File: src/wec_pkg.sv
// ----------------------------------------------------------------------------
// wec_pkg
// Shared types and constants of the waveform event charge integrator.
// ----------------------------------------------------------------------------
`timescale 1ns / 1ps
`default_nettype none

package wec_pkg;

    localparam logic [31:0] HEADER_MARK = 32'hFFFF_DDDD;
    localparam int          SKIP_W      = 3;

    localparam int ACC_W    = 24;
    localparam int CHARGE_W = 23;

    localparam int WIN_W   = 11;
    localparam int PED_W   = 12;
    localparam int SHIFT_W = 4;
    localparam int CFG_IW  = 2;
    localparam int CFG_DW  = 12;

    localparam logic [CFG_IW-1:0] REG_WINDOW_START = 2'd0;
    localparam logic [CFG_IW-1:0] REG_WINDOW_END   = 2'd1;
    localparam logic [CFG_IW-1:0] REG_PEDESTAL     = 2'd2;
    localparam logic [CFG_IW-1:0] REG_CHARGE_SHIFT = 2'd3;

    localparam logic [WIN_W-1:0]   RST_WINDOW_START = 11'd20;
    localparam logic [WIN_W-1:0]   RST_WINDOW_END   = 11'd120;
    localparam logic [PED_W-1:0]   RST_PEDESTAL     = 12'd100;
    localparam logic [SHIFT_W-1:0] RST_CHARGE_SHIFT = 4'd4;

    localparam int FIFO_DEPTH = 4;
    localparam int FIFO_AW    = 2;
    localparam int FIFO_CW    = 3;
    // entries in use, held word's results included, that leave room for the next word
    localparam int FIFO_LIMIT = 2;

    typedef struct packed {
        logic [WIN_W-1:0]   window_start;
        logic [WIN_W-1:0]   window_end;
        logic [PED_W-1:0]   pedestal;
        logic [SHIFT_W-1:0] charge_shift;
    } t_cfg;

    typedef struct packed {
        logic                    channel;
        logic                    last;
        logic signed [ACC_W-1:0] sum;
    } t_result;

    // floor shift of the sum, saturated to the charge width
    function automatic logic signed [CHARGE_W-1:0] charge_of(
        input logic signed [ACC_W-1:0] sum,
        input logic [SHIFT_W-1:0]      sh
    );
        logic signed [ACC_W-1:0]    v;
        logic signed [CHARGE_W-1:0] r;
        v = sum >>> sh;
        if (v[ACC_W-1] != v[CHARGE_W-1]) begin
            r = v[ACC_W-1] ? {1'b1, {(CHARGE_W-1){1'b0}}} : {1'b0, {(CHARGE_W-1){1'b1}}};
        end else begin
            r = v[CHARGE_W-1:0];
        end
        return r;
    endfunction

endpackage

`default_nettype wire

File: src/waveform_event_charge_integrator.sv
// ----------------------------------------------------------------------------
// waveform_event_charge_integrator
// Finds an event header in a word stream, skips the header, reads the sample
// count and sums the pedestal-subtracted samples inside the cell window of
// each of the two channels; emits one shifted charge per channel.
//
//   channel  direction  handshake             payload
//   input    in         i_valid / o_stall     i_word
//   result   out        o_valid / i_stall     o_channel, o_charge, o_last
//   config   in         i_cfg_valid/o_cfg_ready  i_cfg_index, i_cfg_data
//
// One word per cycle while o_stall is low; a word's results are written to the
// result queue at the edge after its transfer; readable from the next cycle on.
// o_stall rises while the four-entry result queue could not take the results
// of the word held in the input register plus those of one more word.
// Reset (synchronous, active low) empties the queue and returns to header hunt.
// ----------------------------------------------------------------------------
`timescale 1ns / 1ps
`default_nettype none

module waveform_event_charge_integrator #(
    parameter int MAX_CELLS   = 1024,
    parameter int SAMPLE_BITS = 12
) (
    input  wire logic                              i_clk,
    input  wire logic                              i_rst_n,
    input  wire logic                              i_valid,
    output logic                                   o_stall,
    input  wire logic [31:0]                       i_word,
    output logic                                   o_valid,
    input  wire logic                              i_stall,
    output logic                                   o_channel,
    output logic signed [wec_pkg::CHARGE_W-1:0]    o_charge,
    output logic                                   o_last,
    input  wire logic                              i_cfg_valid,
    output logic                                   o_cfg_ready,
    input  wire logic [wec_pkg::CFG_IW-1:0]        i_cfg_index,
    input  wire logic [wec_pkg::CFG_DW-1:0]        i_cfg_data
);

    wec_pkg::t_cfg                   cfg;
    logic                            push0;
    logic                            push1;
    wec_pkg::t_result                res0;
    wec_pkg::t_result                res1;
    wec_pkg::t_result                head;
    logic [wec_pkg::FIFO_CW-1:0]     count;
    logic [wec_pkg::FIFO_CW:0]       reserved;

    wec_cfg u_cfg (
        .i_clk       (i_clk),
        .i_rst_n     (i_rst_n),
        .i_cfg_valid (i_cfg_valid),
        .o_cfg_ready (o_cfg_ready),
        .i_cfg_index (i_cfg_index),
        .i_cfg_data  (i_cfg_data),
        .o_cfg       (cfg)
    );

    wec_core #(
        .MAX_CELLS   (MAX_CELLS),
        .SAMPLE_BITS (SAMPLE_BITS)
    ) u_core (
        .i_clk   (i_clk),
        .i_rst_n (i_rst_n),
        .i_valid (i_valid && !o_stall),
        .i_word  (i_word),
        .i_cfg   (cfg),
        .o_push0 (push0),
        .o_push1 (push1),
        .o_res0  (res0),
        .o_res1  (res1)
    );

    wec_fifo u_fifo (
        .i_clk   (i_clk),
        .i_rst_n (i_rst_n),
        .i_push0 (push0),
        .i_push1 (push1),
        .i_res0  (res0),
        .i_res1  (res1),
        .o_valid (o_valid),
        .i_pop   (!i_stall),
        .o_res   (head),
        .o_count (count)
    );

    assign reserved  = {1'b0, count} + (wec_pkg::FIFO_CW+1)'(push0)
                     + (wec_pkg::FIFO_CW+1)'(push1);
    assign o_stall   = (reserved > (wec_pkg::FIFO_CW+1)'(wec_pkg::FIFO_LIMIT));
    assign o_channel = head.channel;
    assign o_last    = head.last;
    assign o_charge  = wec_pkg::charge_of(head.sum, cfg.charge_shift);

endmodule

`default_nettype wire

File: src/wec_cfg.sv
// ----------------------------------------------------------------------------
// wec_cfg
// Configuration registers: window bounds, pedestal and charge shift.
// ----------------------------------------------------------------------------
`timescale 1ns / 1ps
`default_nettype none

module wec_cfg (
    input  wire logic                        i_clk,
    input  wire logic                        i_rst_n,
    input  wire logic                        i_cfg_valid,
    output logic                             o_cfg_ready,
    input  wire logic [wec_pkg::CFG_IW-1:0]  i_cfg_index,
    input  wire logic [wec_pkg::CFG_DW-1:0]  i_cfg_data,
    output wec_pkg::t_cfg                    o_cfg
);

    wec_pkg::t_cfg r_cfg;

    assign o_cfg_ready = 1'b1;
    assign o_cfg       = r_cfg;

    always_ff @(posedge i_clk) begin
        if (!i_rst_n) begin
            r_cfg.window_start <= wec_pkg::RST_WINDOW_START;
            r_cfg.window_end   <= wec_pkg::RST_WINDOW_END;
            r_cfg.pedestal     <= wec_pkg::RST_PEDESTAL;
            r_cfg.charge_shift <= wec_pkg::RST_CHARGE_SHIFT;
        end else if (i_cfg_valid) begin
            unique case (i_cfg_index)
                wec_pkg::REG_WINDOW_START: begin
                    r_cfg.window_start <= i_cfg_data[wec_pkg::WIN_W-1:0];
                end
                wec_pkg::REG_WINDOW_END: begin
                    r_cfg.window_end <= i_cfg_data[wec_pkg::WIN_W-1:0];
                end
                wec_pkg::REG_PEDESTAL: begin
                    r_cfg.pedestal <= i_cfg_data[wec_pkg::PED_W-1:0];
                end
                wec_pkg::REG_CHARGE_SHIFT: begin
                    r_cfg.charge_shift <= i_cfg_data[wec_pkg::SHIFT_W-1:0];
                end
                default: begin
                end
            endcase
        end
    end

endmodule

`default_nettype wire

File: src/wec_core.sv
// ----------------------------------------------------------------------------
// wec_core
// Input register and event parser: header hunt, header skip, sample count,
// windowed pedestal-subtracted sum per channel with saturation.
// ----------------------------------------------------------------------------
`timescale 1ns / 1ps
`default_nettype none

module wec_core #(
    parameter int MAX_CELLS   = 1024,
    parameter int SAMPLE_BITS = 12
) (
    input  wire logic          i_clk,
    input  wire logic          i_rst_n,
    input  wire logic          i_valid,
    input  wire logic [31:0]   i_word,
    input  wec_pkg::t_cfg      i_cfg,
    output logic               o_push0,
    output logic               o_push1,
    output wec_pkg::t_result   o_res0,
    output wec_pkg::t_result   o_res1
);

    localparam int CW    = $clog2(MAX_CELLS + 1);
    localparam int CMPW  = (CW > wec_pkg::WIN_W) ? CW : wec_pkg::WIN_W;
    localparam int DW    = ((SAMPLE_BITS > wec_pkg::PED_W) ? SAMPLE_BITS : wec_pkg::PED_W) + 1;
    localparam int ACC_W = wec_pkg::ACC_W;

    typedef enum logic [1:0] {
        PH_IDLE,
        PH_SKIP,
        PH_COUNT,
        PH_DATA
    } t_phase;

    logic                            r_in_valid;
    logic [31:0]                     r_word;
    t_phase                          r_phase, n_phase;
    logic [wec_pkg::SKIP_W-1:0]      r_skip, n_skip;
    logic [CW-1:0]                   r_total, n_total;
    logic [CW-1:0]                   r_cell, n_cell;
    logic                            r_chan, n_chan;
    logic signed [ACC_W-1:0]         r_acc, n_acc;

    logic [CW-1:0]                   count_clamped;
    logic [CW:0]                     cell_inc;
    logic                            in_window;
    logic signed [DW-1:0]            diff;
    logic signed [ACC_W:0]           sum_wide;
    logic signed [ACC_W-1:0]         sum_sat;
    logic signed [ACC_W-1:0]         acc_upd;

    assign count_clamped = (r_word > 32'(MAX_CELLS)) ? CW'(MAX_CELLS) : r_word[CW-1:0];
    assign cell_inc      = {1'b0, r_cell} + {{CW{1'b0}}, 1'b1};
    assign in_window     = (CMPW'(i_cfg.window_start) < CMPW'(r_cell))
                        && (CMPW'(r_cell) < CMPW'(i_cfg.window_end));
    assign diff          = signed'(DW'(r_word[SAMPLE_BITS-1:0]) - DW'(i_cfg.pedestal));
    assign sum_wide      = (ACC_W+1)'(r_acc) + (ACC_W+1)'(diff);

    always_comb begin
        if (sum_wide[ACC_W] != sum_wide[ACC_W-1]) begin
            sum_sat = sum_wide[ACC_W] ? {1'b1, {(ACC_W-1){1'b0}}} : {1'b0, {(ACC_W-1){1'b1}}};
        end else begin
            sum_sat = sum_wide[ACC_W-1:0];
        end
        acc_upd = in_window ? sum_sat : r_acc;
    end

    always_comb begin
        n_phase = r_phase;
        n_skip  = r_skip;
        n_total = r_total;
        n_cell  = r_cell;
        n_chan  = r_chan;
        n_acc   = r_acc;
        o_push0 = 1'b0;
        o_push1 = 1'b0;
        o_res0  = '{channel: r_chan, last: r_chan, sum: acc_upd};
        o_res1  = '{channel: 1'b1, last: 1'b1, sum: '0};
        if (r_in_valid) begin
            unique case (r_phase)
                PH_IDLE: begin
                    if (r_word == wec_pkg::HEADER_MARK) begin
                        n_phase = PH_SKIP;
                        n_skip  = '0;
                    end
                end
                PH_SKIP: begin
                    n_skip = r_skip + 1'b1;
                    if (n_skip == '0) begin
                        n_phase = PH_COUNT;
                    end
                end
                PH_COUNT: begin
                    n_total = count_clamped;
                    n_cell  = '0;
                    n_chan  = 1'b0;
                    n_acc   = '0;
                    if (count_clamped == '0) begin
                        o_push0 = 1'b1;
                        o_push1 = 1'b1;
                        o_res0  = '{channel: 1'b0, last: 1'b0, sum: '0};
                        n_phase = PH_IDLE;
                    end else begin
                        n_phase = PH_DATA;
                    end
                end
                PH_DATA: begin
                    n_acc  = acc_upd;
                    n_cell = cell_inc[CW-1:0];
                    if (cell_inc >= {1'b0, r_total}) begin
                        o_push0 = 1'b1;
                        n_acc   = '0;
                        n_cell  = '0;
                        n_chan  = ~r_chan;
                        if (r_chan) begin
                            n_phase = PH_IDLE;
                        end
                    end
                end
                default: begin
                    n_phase = PH_IDLE;
                end
            endcase
        end
    end

    always_ff @(posedge i_clk) begin
        r_word <= i_valid ? i_word : r_word;
        if (!i_rst_n) begin
            r_in_valid <= 1'b0;
            r_phase    <= PH_IDLE;
            r_skip     <= '0;
            r_total    <= '0;
            r_cell     <= '0;
            r_chan     <= 1'b0;
            r_acc      <= '0;
        end else begin
            r_in_valid <= i_valid;
            r_phase    <= n_phase;
            r_skip     <= n_skip;
            r_total    <= n_total;
            r_cell     <= n_cell;
            r_chan     <= n_chan;
            r_acc      <= n_acc;
        end
    end

`ifndef NO_ASSERTIONS
    a_push1_pairs: assert property (@(posedge i_clk) disable iff (!i_rst_n)
        o_push1 |-> (o_push0 && !o_res0.last && o_res1.last))
        else $error("second result without a first");

    a_cell_bound: assert property (@(posedge i_clk) disable iff (!i_rst_n)
        (r_phase == PH_DATA) |-> (r_cell < r_total))
        else $error("cell index past sample count");

    a_idle_clean: assert property (@(posedge i_clk) disable iff (!i_rst_n)
        (r_in_valid && r_phase == PH_DATA && o_push0 && r_chan) |=>
            (r_phase == PH_IDLE && !r_chan && r_acc == '0))
        else $error("event not closed after second channel");
`endif

endmodule

`default_nettype wire

File: src/wec_fifo.sv
// ----------------------------------------------------------------------------
// wec_fifo
// Result queue: takes up to two results a cycle, hands out one.
// ----------------------------------------------------------------------------
`timescale 1ns / 1ps
`default_nettype none

module wec_fifo (
    input  wire logic                        i_clk,
    input  wire logic                        i_rst_n,
    input  wire logic                        i_push0,
    input  wire logic                        i_push1,
    input  wec_pkg::t_result                 i_res0,
    input  wec_pkg::t_result                 i_res1,
    output logic                             o_valid,
    input  wire logic                        i_pop,
    output wec_pkg::t_result                 o_res,
    output logic [wec_pkg::FIFO_CW-1:0]      o_count
);

    wec_pkg::t_result                r_mem [wec_pkg::FIFO_DEPTH];
    logic [wec_pkg::FIFO_AW-1:0]     r_wp;
    logic [wec_pkg::FIFO_AW-1:0]     r_rp;
    logic [wec_pkg::FIFO_CW-1:0]     r_count;
    logic [wec_pkg::FIFO_AW-1:0]     wp1;
    logic                            pop;
    logic [wec_pkg::FIFO_CW-1:0]     n_push;

    assign wp1     = r_wp + 1'b1;
    assign o_valid = (r_count != '0);
    assign o_res   = r_mem[r_rp];
    assign o_count = r_count;
    assign pop     = i_pop && o_valid;
    assign n_push  = wec_pkg::FIFO_CW'(i_push0) + wec_pkg::FIFO_CW'(i_push1);

    always_ff @(posedge i_clk) begin
        if (i_push0) begin
            r_mem[r_wp] <= i_res0;
        end
        if (i_push1) begin
            r_mem[wp1] <= i_res1;
        end
    end

    always_ff @(posedge i_clk) begin
        if (!i_rst_n) begin
            r_wp    <= '0;
            r_rp    <= '0;
            r_count <= '0;
        end else begin
            r_wp    <= r_wp + n_push[wec_pkg::FIFO_AW-1:0];
            r_rp    <= r_rp + wec_pkg::FIFO_AW'(pop);
            r_count <= r_count + n_push - wec_pkg::FIFO_CW'(pop);
        end
    end

`ifndef NO_ASSERTIONS
    a_no_overflow: assert property (@(posedge i_clk) disable iff (!i_rst_n)
        (({1'b0, r_count} + {1'b0, n_push}) <= (wec_pkg::FIFO_CW+1)'(wec_pkg::FIFO_DEPTH)))
        else $error("result queue overflow");

    a_count_track: assert property (@(posedge i_clk) disable iff (!i_rst_n)
        (r_count == '0) || (r_wp != r_rp) || (r_count == wec_pkg::FIFO_CW'(wec_pkg::FIFO_DEPTH)))
        else $error("queue pointers disagree with count");
`endif

endmodule

`default_nettype wire

File: config.mk
export PLATFORM = sky130hd
export DESIGN_NAME = waveform_event_charge_integrator
export DESIGN_NICKNAME = d
export VERILOG_FILES = /design/src/wec_pkg.sv /design/src/waveform_event_charge_integrator.sv /design/src/wec_cfg.sv /design/src/wec_core.sv /design/src/wec_fifo.sv
export SDC_FILE = /design/constraint.sdc
export NUM_CORES = 1
export LEC_CHECK = 0
export ABC_AREA = 1
export BUFFER_PORTS_ARGS = -buffer_cell sky130_fd_sc_hd__buf_2
export CORE_ASPECT_RATIO = 2
export CORE_MARGIN = 3
export CORE_UTILIZATION = 60
export DETAILED_ROUTE_END_ITERATION = 7
export HOLD_SLACK_MARGIN = 0.08
export PLACE_DENSITY = 0.76
export SLEW_MARGIN = 20
export SYNTH_ARGS = -nofsm -noshare
export SYNTH_HDL_FRONTEND = slang
export SYNTH_SLANG_ARGS = --single-unit
File: constraint.sdc
create_clock -name i_clk -period 8.6 [get_ports i_clk]
set_input_delay 0.86 -clock i_clk [delete_from_list [all_inputs] [get_ports i_clk]]
set_output_delay 0.86 -clock i_clk [all_outputs]
set_load 0.03 [all_outputs]
==> summary.txt, run 1 <==
STA
  • Fin crit period: 5.64 ns
  • Clock Skew: ~0.027 ns
  • Final period util: 65.5%
  • Slew @ Worst Pin: between 1 and 1.5 ns
  • Max-slew violations: 0
  • Fmax: 177 MHz
  • Final setup viols: 0
  • RSZ-0062 raised after global routing: no
  • Setup TNS Final: 0 ns
  • Final hold violations: 0
  • Relative slew slack: between 20% and 30%

Finish
  • Cell area after layout: approximately 15000 µm²
  • Cell Count, Final, Fillers Out: ~2400
  • Area growth from synthesis to layout: 6.79%
  • Share of layout cells above drive strength 1: 10.8%
  • Nets: around 2300
  • Final core utilization: about two thirds
  • Diode count: 0

Floorplanning
  • Core ar.: 23400 µm²
  • Initial Util: between 60% and 70%
  • Ports: 79
  • # rows: slightly below 80
  • Die X: around 120 µm
  • Die ar.: around 26000 µm²
  • Chip height: roughly 230 µm

Critical path
  • Critical Path Max Stage Delay: between 0.6 and 0.7 ns
  • Worst Path Required: just under 8 ns
  • Critical path, cell by cell: ha_1 -> nand3_1 -> nor3_1 -> nand3_1 -> nor3_1 -> xor2_1 -> inv_1 -> ha_1 -> inv_1 -> o211ai_1 -> nor2_2 -> nand3_4 -> nand2_4 -> nand2_8 -> inv_1 -> fa_1 -> inv_1 -> ha_1 -> inv_1 -> o21ai_0 -> buf_2
  • CP Capture Type: primary output
  • Most common cell on crit path: inv_1
  • Crit-path max FO: 6
  • Crit path from: u_core.r_cell[0]
  • Worst Path Buf+Inv: 6
  • Crit path max-delay family: simple AND/OR/NAND/NOR gates
  • Startpoint types: flip-flop
  • Slowest cell on crit path: o21ai_0
  • Data arrival, critical path: 4.78 ns
  • R2R Path Start: u_core.r_word[0]
  • Setup CP Type: reg2out

CTS
  • Clock sinks: 230
  • Root buf cell: clkbuf_16
  • CTS tree: yes
  • Max clock buf depth: 3
  • H-tree level count: 1
  • Setup bufs post-CTS: 0
  • Cts hold-fix bufs: 0
  • Reg clk slew, reported paths: 0.06 ns
  • Clk_lat worst skew: about 0.53 ns
  • Post_cts resized: 0
  • Cts bufs inserted: 22

Logic synthesis
  • Syn Nets: ~2200
  • Yosys warning count: 0
  • Number of synthesized flops with an enable pin: 32
  • Synth unique cells: 49
  • Asr flop ratio synth: 0%
  • Post-Synthesis Cells: 2110
  • Cell area after synthesis: roughly 14000 µm²
  • Seq/Total Area, Yosys: between 30% and 40%
  • Synthesized area per cell: 6.82 µm²
  • Synth Flop Type: dfxtp_1
  • Yosys reg bits: 230

GRT
  • GRT Residual Overflow: 0
  • Largest net degree at the start of global routing: 60
  • Vias in the first global route: 13500
  • Initial antenna violation count: 0
  • Global-route usage over all layers: a little under a third
  • First-pass GRT wire length: between 60 and 70 mm

Detailed routing
  • DR vias: about 14000
  • Vias/cell: between 5 and 6
  • Final ANT Viol Nets: 0
  • Residual DRC: 0
  • DR iter-0 viols: 940
  • Drt pass-1 iters: 5
  • WL final: 40.4 mm
  • WL per Instance: between 15 and 20 µm

Placed design
  • RD Place Congestion: 0.975
  • Post-DP Area: 14600 µm²
  • Port Buffer Count: a little under 80
  • Placed Cells: about 2400
  • Detailed placer's ending HPWL: a little under 30 mm

Worst hold path
  • HP Class: reg2reg
  • Hold path start: u_cfg.o_cfg[17]

Power and ir drop
  • Max IR drop VDD: 0.195 mV
  • Leakage: 8.13 nW
  • Pwr dens: 220 nW/µm²

Run
  • Max_cap viols: 0

Outcome
  • Status: finished clean
## cell usage in the layout, fill, tap and decap left out, types with 32 or more instances in the layout
master / count
inv_1: 250
nand2_2: 53
nor2_1: 111
nand3_1: 69
ha_1: 77
dfxtp_1: 197
edfxtp_1: 32
o21ai_0: 131
buf_2: 77
a21oi_1: 244
nand2_1: 659
## worst reg2reg max path, cell delays in order (launching register included)
cell	delay, ns
edfxtp_1	0.46
inv_1	0.09
ha_1	0.16
inv_1	0.07
fa_1	0.40
nand3_1	0.08
and2_1	0.18
o221ai_1	0.16
a21oi_1	0.16
o21bai_1	0.12
nand2_1	0.08
nand2_1	0.06
a21oi_2	0.57
ha_1	0.44
nand2_1	0.10
nand2_1	0.09
nand2_1	0.07
nand2_1	0.05
a21oi_1	0.23
nand3_1	0.14
nand2_1	0.10
nand2_2	0.06
a21oi_4	0.59
nand2_1	0.16
nand2_2	0.12
nand2_2	0.08
a21oi_1	0.19
## flip-flops by register name, summed over array words and instances, names as in the netlist
name / cells
u_fifo.r_mem: 100
u_cfg.o_cfg: 38
u_core.r_word: 32
u_core.r_acc: 24
u_core.r_cell: 11
u_core.r_total: 11
u_core.r_skip: 3
u_fifo.o_count: 3
u_core.r_phase: 2
u_fifo.r_rp: 2
u_fifo.r_wp: 2
u_core.r_chan: 1
u_core.r_in_valid: 1
## final cells by class
cell class / instances / area (µm²)
flip-flops and latches: 230 / 4930
multi-input cells: 1528 / 7920
clock buffers: 28 / 624
well taps: 283 / 354
fillers: 2176 / 8050
repair buffers: 86 / 453
clock inverters: 11 / 96.3
inverters: 264 / 1000
## metal layers
metal,up-vias,global-route usage [%],part of all wire (%)
li1,6829,-,-
met1,6258,28.4,33
met2,458,57.9,53
met3,199,4.14,4.7
met4,0,25.4,9.3
met5,-,0,0
## cells by family (layout without fill, tap and decap cells)
group | count (synthesis) | after routing | synth area share (%)
compound gates | 450 | 450 | 17.0
buf+inv | 352 | 389 | 10.9
fa+ha+maj | 81 | 81 | 7.25
xor+xnor | 37 | 37 | 2.25
simple gates | 958 | 958 | 28.3
other cells | 1 | 1 | 0.0261
mux | 1 | 1 | 0.0695
flops | 230 | 230 | 34.2
## power breakdown
part           total [mW]  leakage, nW  switching, mW  internal (mW)
Sequential           1.20         1.91         0.0568           1.14
Clock               0.973        0.347          0.426          0.547
Combinational        1.20         5.87          0.851          0.353
Total                3.38         8.13           1.33           2.04
## cell usage after synthesis, drive strengths merged, types with 2 or more instances
master	n	area, µm²
nand2	720	2910
a21oi	268	1440
inv	262	996
dfxtp	198	3960
o21ai	140	712
nor2	113	427
ha	77	963
nand3	73	393
buf	53	420
clkbuf	33	124
edfxtp	32	961
nand4	23	144
nor3	20	143
xor2	20	175
o211ai	18	135
xnor2	17	149
a31oi	11	68.8
o21bai	7	52.6
fa	4	80.1
and2	3	18.8
nor4	3	18.8
o21a	3	22.5
clkinv	2	7.51
nand3b	2	15.0
## worst paths after layout
path,to,slack [ns],cells after the start
worst min-delay path,u_cfg.o_cfg[17],0.46,2
worst max-delay path,o_stall,2.96,21
worst min register to register,u_cfg.o_cfg[17],0.46,2
worst max register to register,u_fifo.r_mem[1][6],3.49,26
## per-stage QoR
stage               hold WS, ns  total power, mW  setup WS, ns
floorplan                 0.435             2.09          3.21
global placement          0.448             2.40          3.34
detailed placement        0.454             2.41          3.23
CTS                       0.466             3.37          2.99
global route              0.487             3.55          2.69
finish                    0.463             3.38          2.96
Note: power is estimated with default switching activity, not from simulation.
==> inputs of run 2 (changes only) <==
--- a/config.mk
+++ b/config.mk
@@ -9,10 +9,10 @@
 export BUFFER_PORTS_ARGS = -buffer_cell sky130_fd_sc_hd__buf_2
 export CORE_ASPECT_RATIO = 2
 export CORE_MARGIN = 3
-export CORE_UTILIZATION = 60
+export CORE_UTILIZATION = 56
 export DETAILED_ROUTE_END_ITERATION = 7
 export HOLD_SLACK_MARGIN = 0.08
-export PLACE_DENSITY = 0.76
+export PLACE_DENSITY = 0.74
 export SLEW_MARGIN = 20
 export SYNTH_ARGS = -nofsm -noshare
 export SYNTH_HDL_FRONTEND = slang
==> constraint.sdc (replaced) <==
create_clock -name i_clk -period 5.1 [get_ports i_clk]
set_input_delay 0.51 -clock i_clk [delete_from_list [all_inputs] [get_ports i_clk]]
set_output_delay 0.51 -clock i_clk [all_outputs]
set_load 0.03 [all_outputs]
==> run 2 against run 1 <==
Utilization is 3.9 points lower. Cell count is 2.4% higher. Worst setup slack worse by 2.6 ns. Register-to-register slack worse by 2.9 ns. Cell area is 0.90% higher. Global-route usage is 2.1 points lower. Via count is 0.60% lower. Routed wire length hardly changed. Clock power is 75% higher. Flip-flop and latch count stayed put. Critical endpoint unchanged.
==> summary.txt, run 2 (synthesis gave the netlist of run 1 again) <==
Placed design
  • Pre-CTS WS: 0.470 ns
  • Post-DP Area: approximately 15000 µm²
  • Placed Cells: between 2000 and 2500
  • Port Buffer Count: 77
  • RD Place Congestion: approximately 0.96
  • Detailed placer's ending HPWL: 30.0 mm

CTS
  • Root buf cell: clkbuf_16
  • CTS tree: yes
  • Cts bufs inserted: 22
  • Reg clk slew, reported paths: around 0.060 ns
  • H-tree level count: 1
  • Clock sinks: between 200 and 250
  • Clk_lat worst skew: 0.53 ns
  • Max clock buf depth: 3
  • Cts hold-fix bufs: 0
  • Setup bufs post-CTS: 0

Critical path
  • Critical path, cell by cell: inv_1 -> nor3_4 -> nand2_1 -> nor3_1 -> xor2_1 -> inv_1 -> ha_1 -> nand2_1 -> inv_1 -> nand3_2 -> inv_1 -> nand3_1 -> nand3_4 -> nand2_4 -> nand2_8 -> inv_1 -> fa_1 -> inv_1 -> ha_1 -> o211ai_1 -> o21ai_0 -> o21ai_2 -> buf_2
  • Slowest cell on crit path: fa_1
  • R2R Path Start: u_core.r_word[0]
  • Data arrival, critical path: 4.26 ns
  • Setup CP Type: reg2out
  • Most common cell on crit path: inv_1
  • Worst Path Required: between 4 and 5 ns
  • Critical Path Max Stage Delay: between 0.4 and 0.5 ns
  • Startpoint types: flip-flop
  • R2R setup slack: between 0.6 and 0.7 ns
  • Crit path from: u_core.r_cell[0]
  • CP Capture Type: primary output
  • Worst Path Buf+Inv: 7
  • Crit path max-delay family: simple AND/OR/NAND/NOR gates
  • Crit-path max FO: 6

Floorplanning
  • Chip height: roughly 230 µm
  • Core ar.: ~25000 µm²
  • Die ar.: ~28000 µm²
  • # rows: 82
  • Initial Util: around 57%
  • Ports: 79
  • Die X: 119 µm

STA
  • Final worst slack: ~0.33 ns
  • Final hold violations: 0
  • Hold_ws: roughly 0.17 ns
  • RSZ-0062 raised after global routing: no
  • Clock Skew: approximately 0.017 ns
  • Final period util: between 90% and 100%
  • Setup TNS Final: 0 ns
  • Fmax: ~210 MHz
  • Final setup viols: 0
  • Fin crit period: between 4 and 5 ns
  • Max-slew violations: 0
  • Relative slew slack: between 20% and 30%
  • Slew @ Worst Pin: 1.14 ns

GRT
  • Largest net degree at the start of global routing: 60
  • Global-route usage over all layers: 28.7%
  • GRT Residual Overflow: 0
  • Vias in the first global route: around 13000
  • First-pass GRT wire length: 64.1 mm
  • Initial antenna violation count: 0

Finish
  • Commonest non-fill, non-tap cells in the layout: nand2_1, inv_1, a21oi_1
  • Cell Count, Final, Fillers Out: 2489
  • Multi-input logic area: between 7000 and 8000 µm²
  • Share of layout cells above drive strength 1: between 10 and 15%
  • Largest register FFs: 100
  • Cell area after layout: ~16000 µm²
  • Final core utilization: a little over 60%
  • Diode count: 0
  • Top reg by flops: u_fifo.r_mem
  • Nets: approximately 2300
  • Sequential Area: a little under 5000 µm²
  • Commonest non-fill, non-tap cell in the layout: nand2_1
  • Filler instances: ~2400
  • Area growth from synthesis to layout: 7.75%

Power and ir drop
  • Total Power: just under 6 mW
  • Pwr dens: between 300 and 400 nW/µm²
  • Max IR drop VDD: 0.333 mV
  • Leakage: 8.20 nW

Detailed routing
  • Final ANT Viol Nets: 0
  • DR vias: between 10000 and 15000
  • WL final: 40.4 mm
  • DR iter-0 viols: between 1000 and 1500
  • Vias/cell: about 5.5
  • Residual DRC: 0
  • WL per Instance: 16.2 µm
  • Drt pass-1 iters: 6

Worst hold path
  • HP Class: in2reg
  • Hold path start: i_word[30]

Outcome
  • Status: finished clean

Run
  • Max_cap viols: 0
[run 2: cell count changes in the layout (fill, tap and decap cells not counted), moves of 2 or more]
| cell | previous run | this run |
|---|---|---|
| clkinv_4 | 2 | 0 |
| clkbuf_8 | 3 | 1 |
| clkinv_1 | 4 | 2 |
| clkinv_2 | 2 | 7 |
| buf_4 | 9 | 15 |
[run 2: worst paths after layout]
| path | cells past startpoint | endpoint |
|---|---|---|
| max | 23 | o_stall |
| min | 1 | u_core.r_word[30] |
| max reg2reg | 26 | u_fifo.r_mem[3][19] |
| min reg2reg | 2 | u_cfg.o_cfg[14] |
[run 2: cell type report]
class / instances / share of cell area (%)
multi-input combinational: 1528 / 51.1
tap: 336 / 2.71
timing repair buffer: 92 / 3.21
clock buffer: 27 / 4.01
sequential: 230 / 31.8
inverter: 264 / 6.47
clock inverter: 12 / 0.758
[run 2: what timing repair did]
item,4_1_cts,5_1_grt
gates resized for setup,1,3
setup endpoints to repair,1,1
endpoints found under the hold margin,0,0
[run 2: layer usage]
layer  routed length, µm  track usage, %
met1               13800            26.7
met2               21500            55.8
met3                1580            2.70
met4                3480            22.5
met5                   0               0
[run 2: power breakdown]
group          internal, mW  switching, mW  total, mW
sequential             1.93          0.102       2.03
clock                 0.973          0.727       1.70
combinational         0.603           1.44       2.04
total                  3.50           2.27       5.77
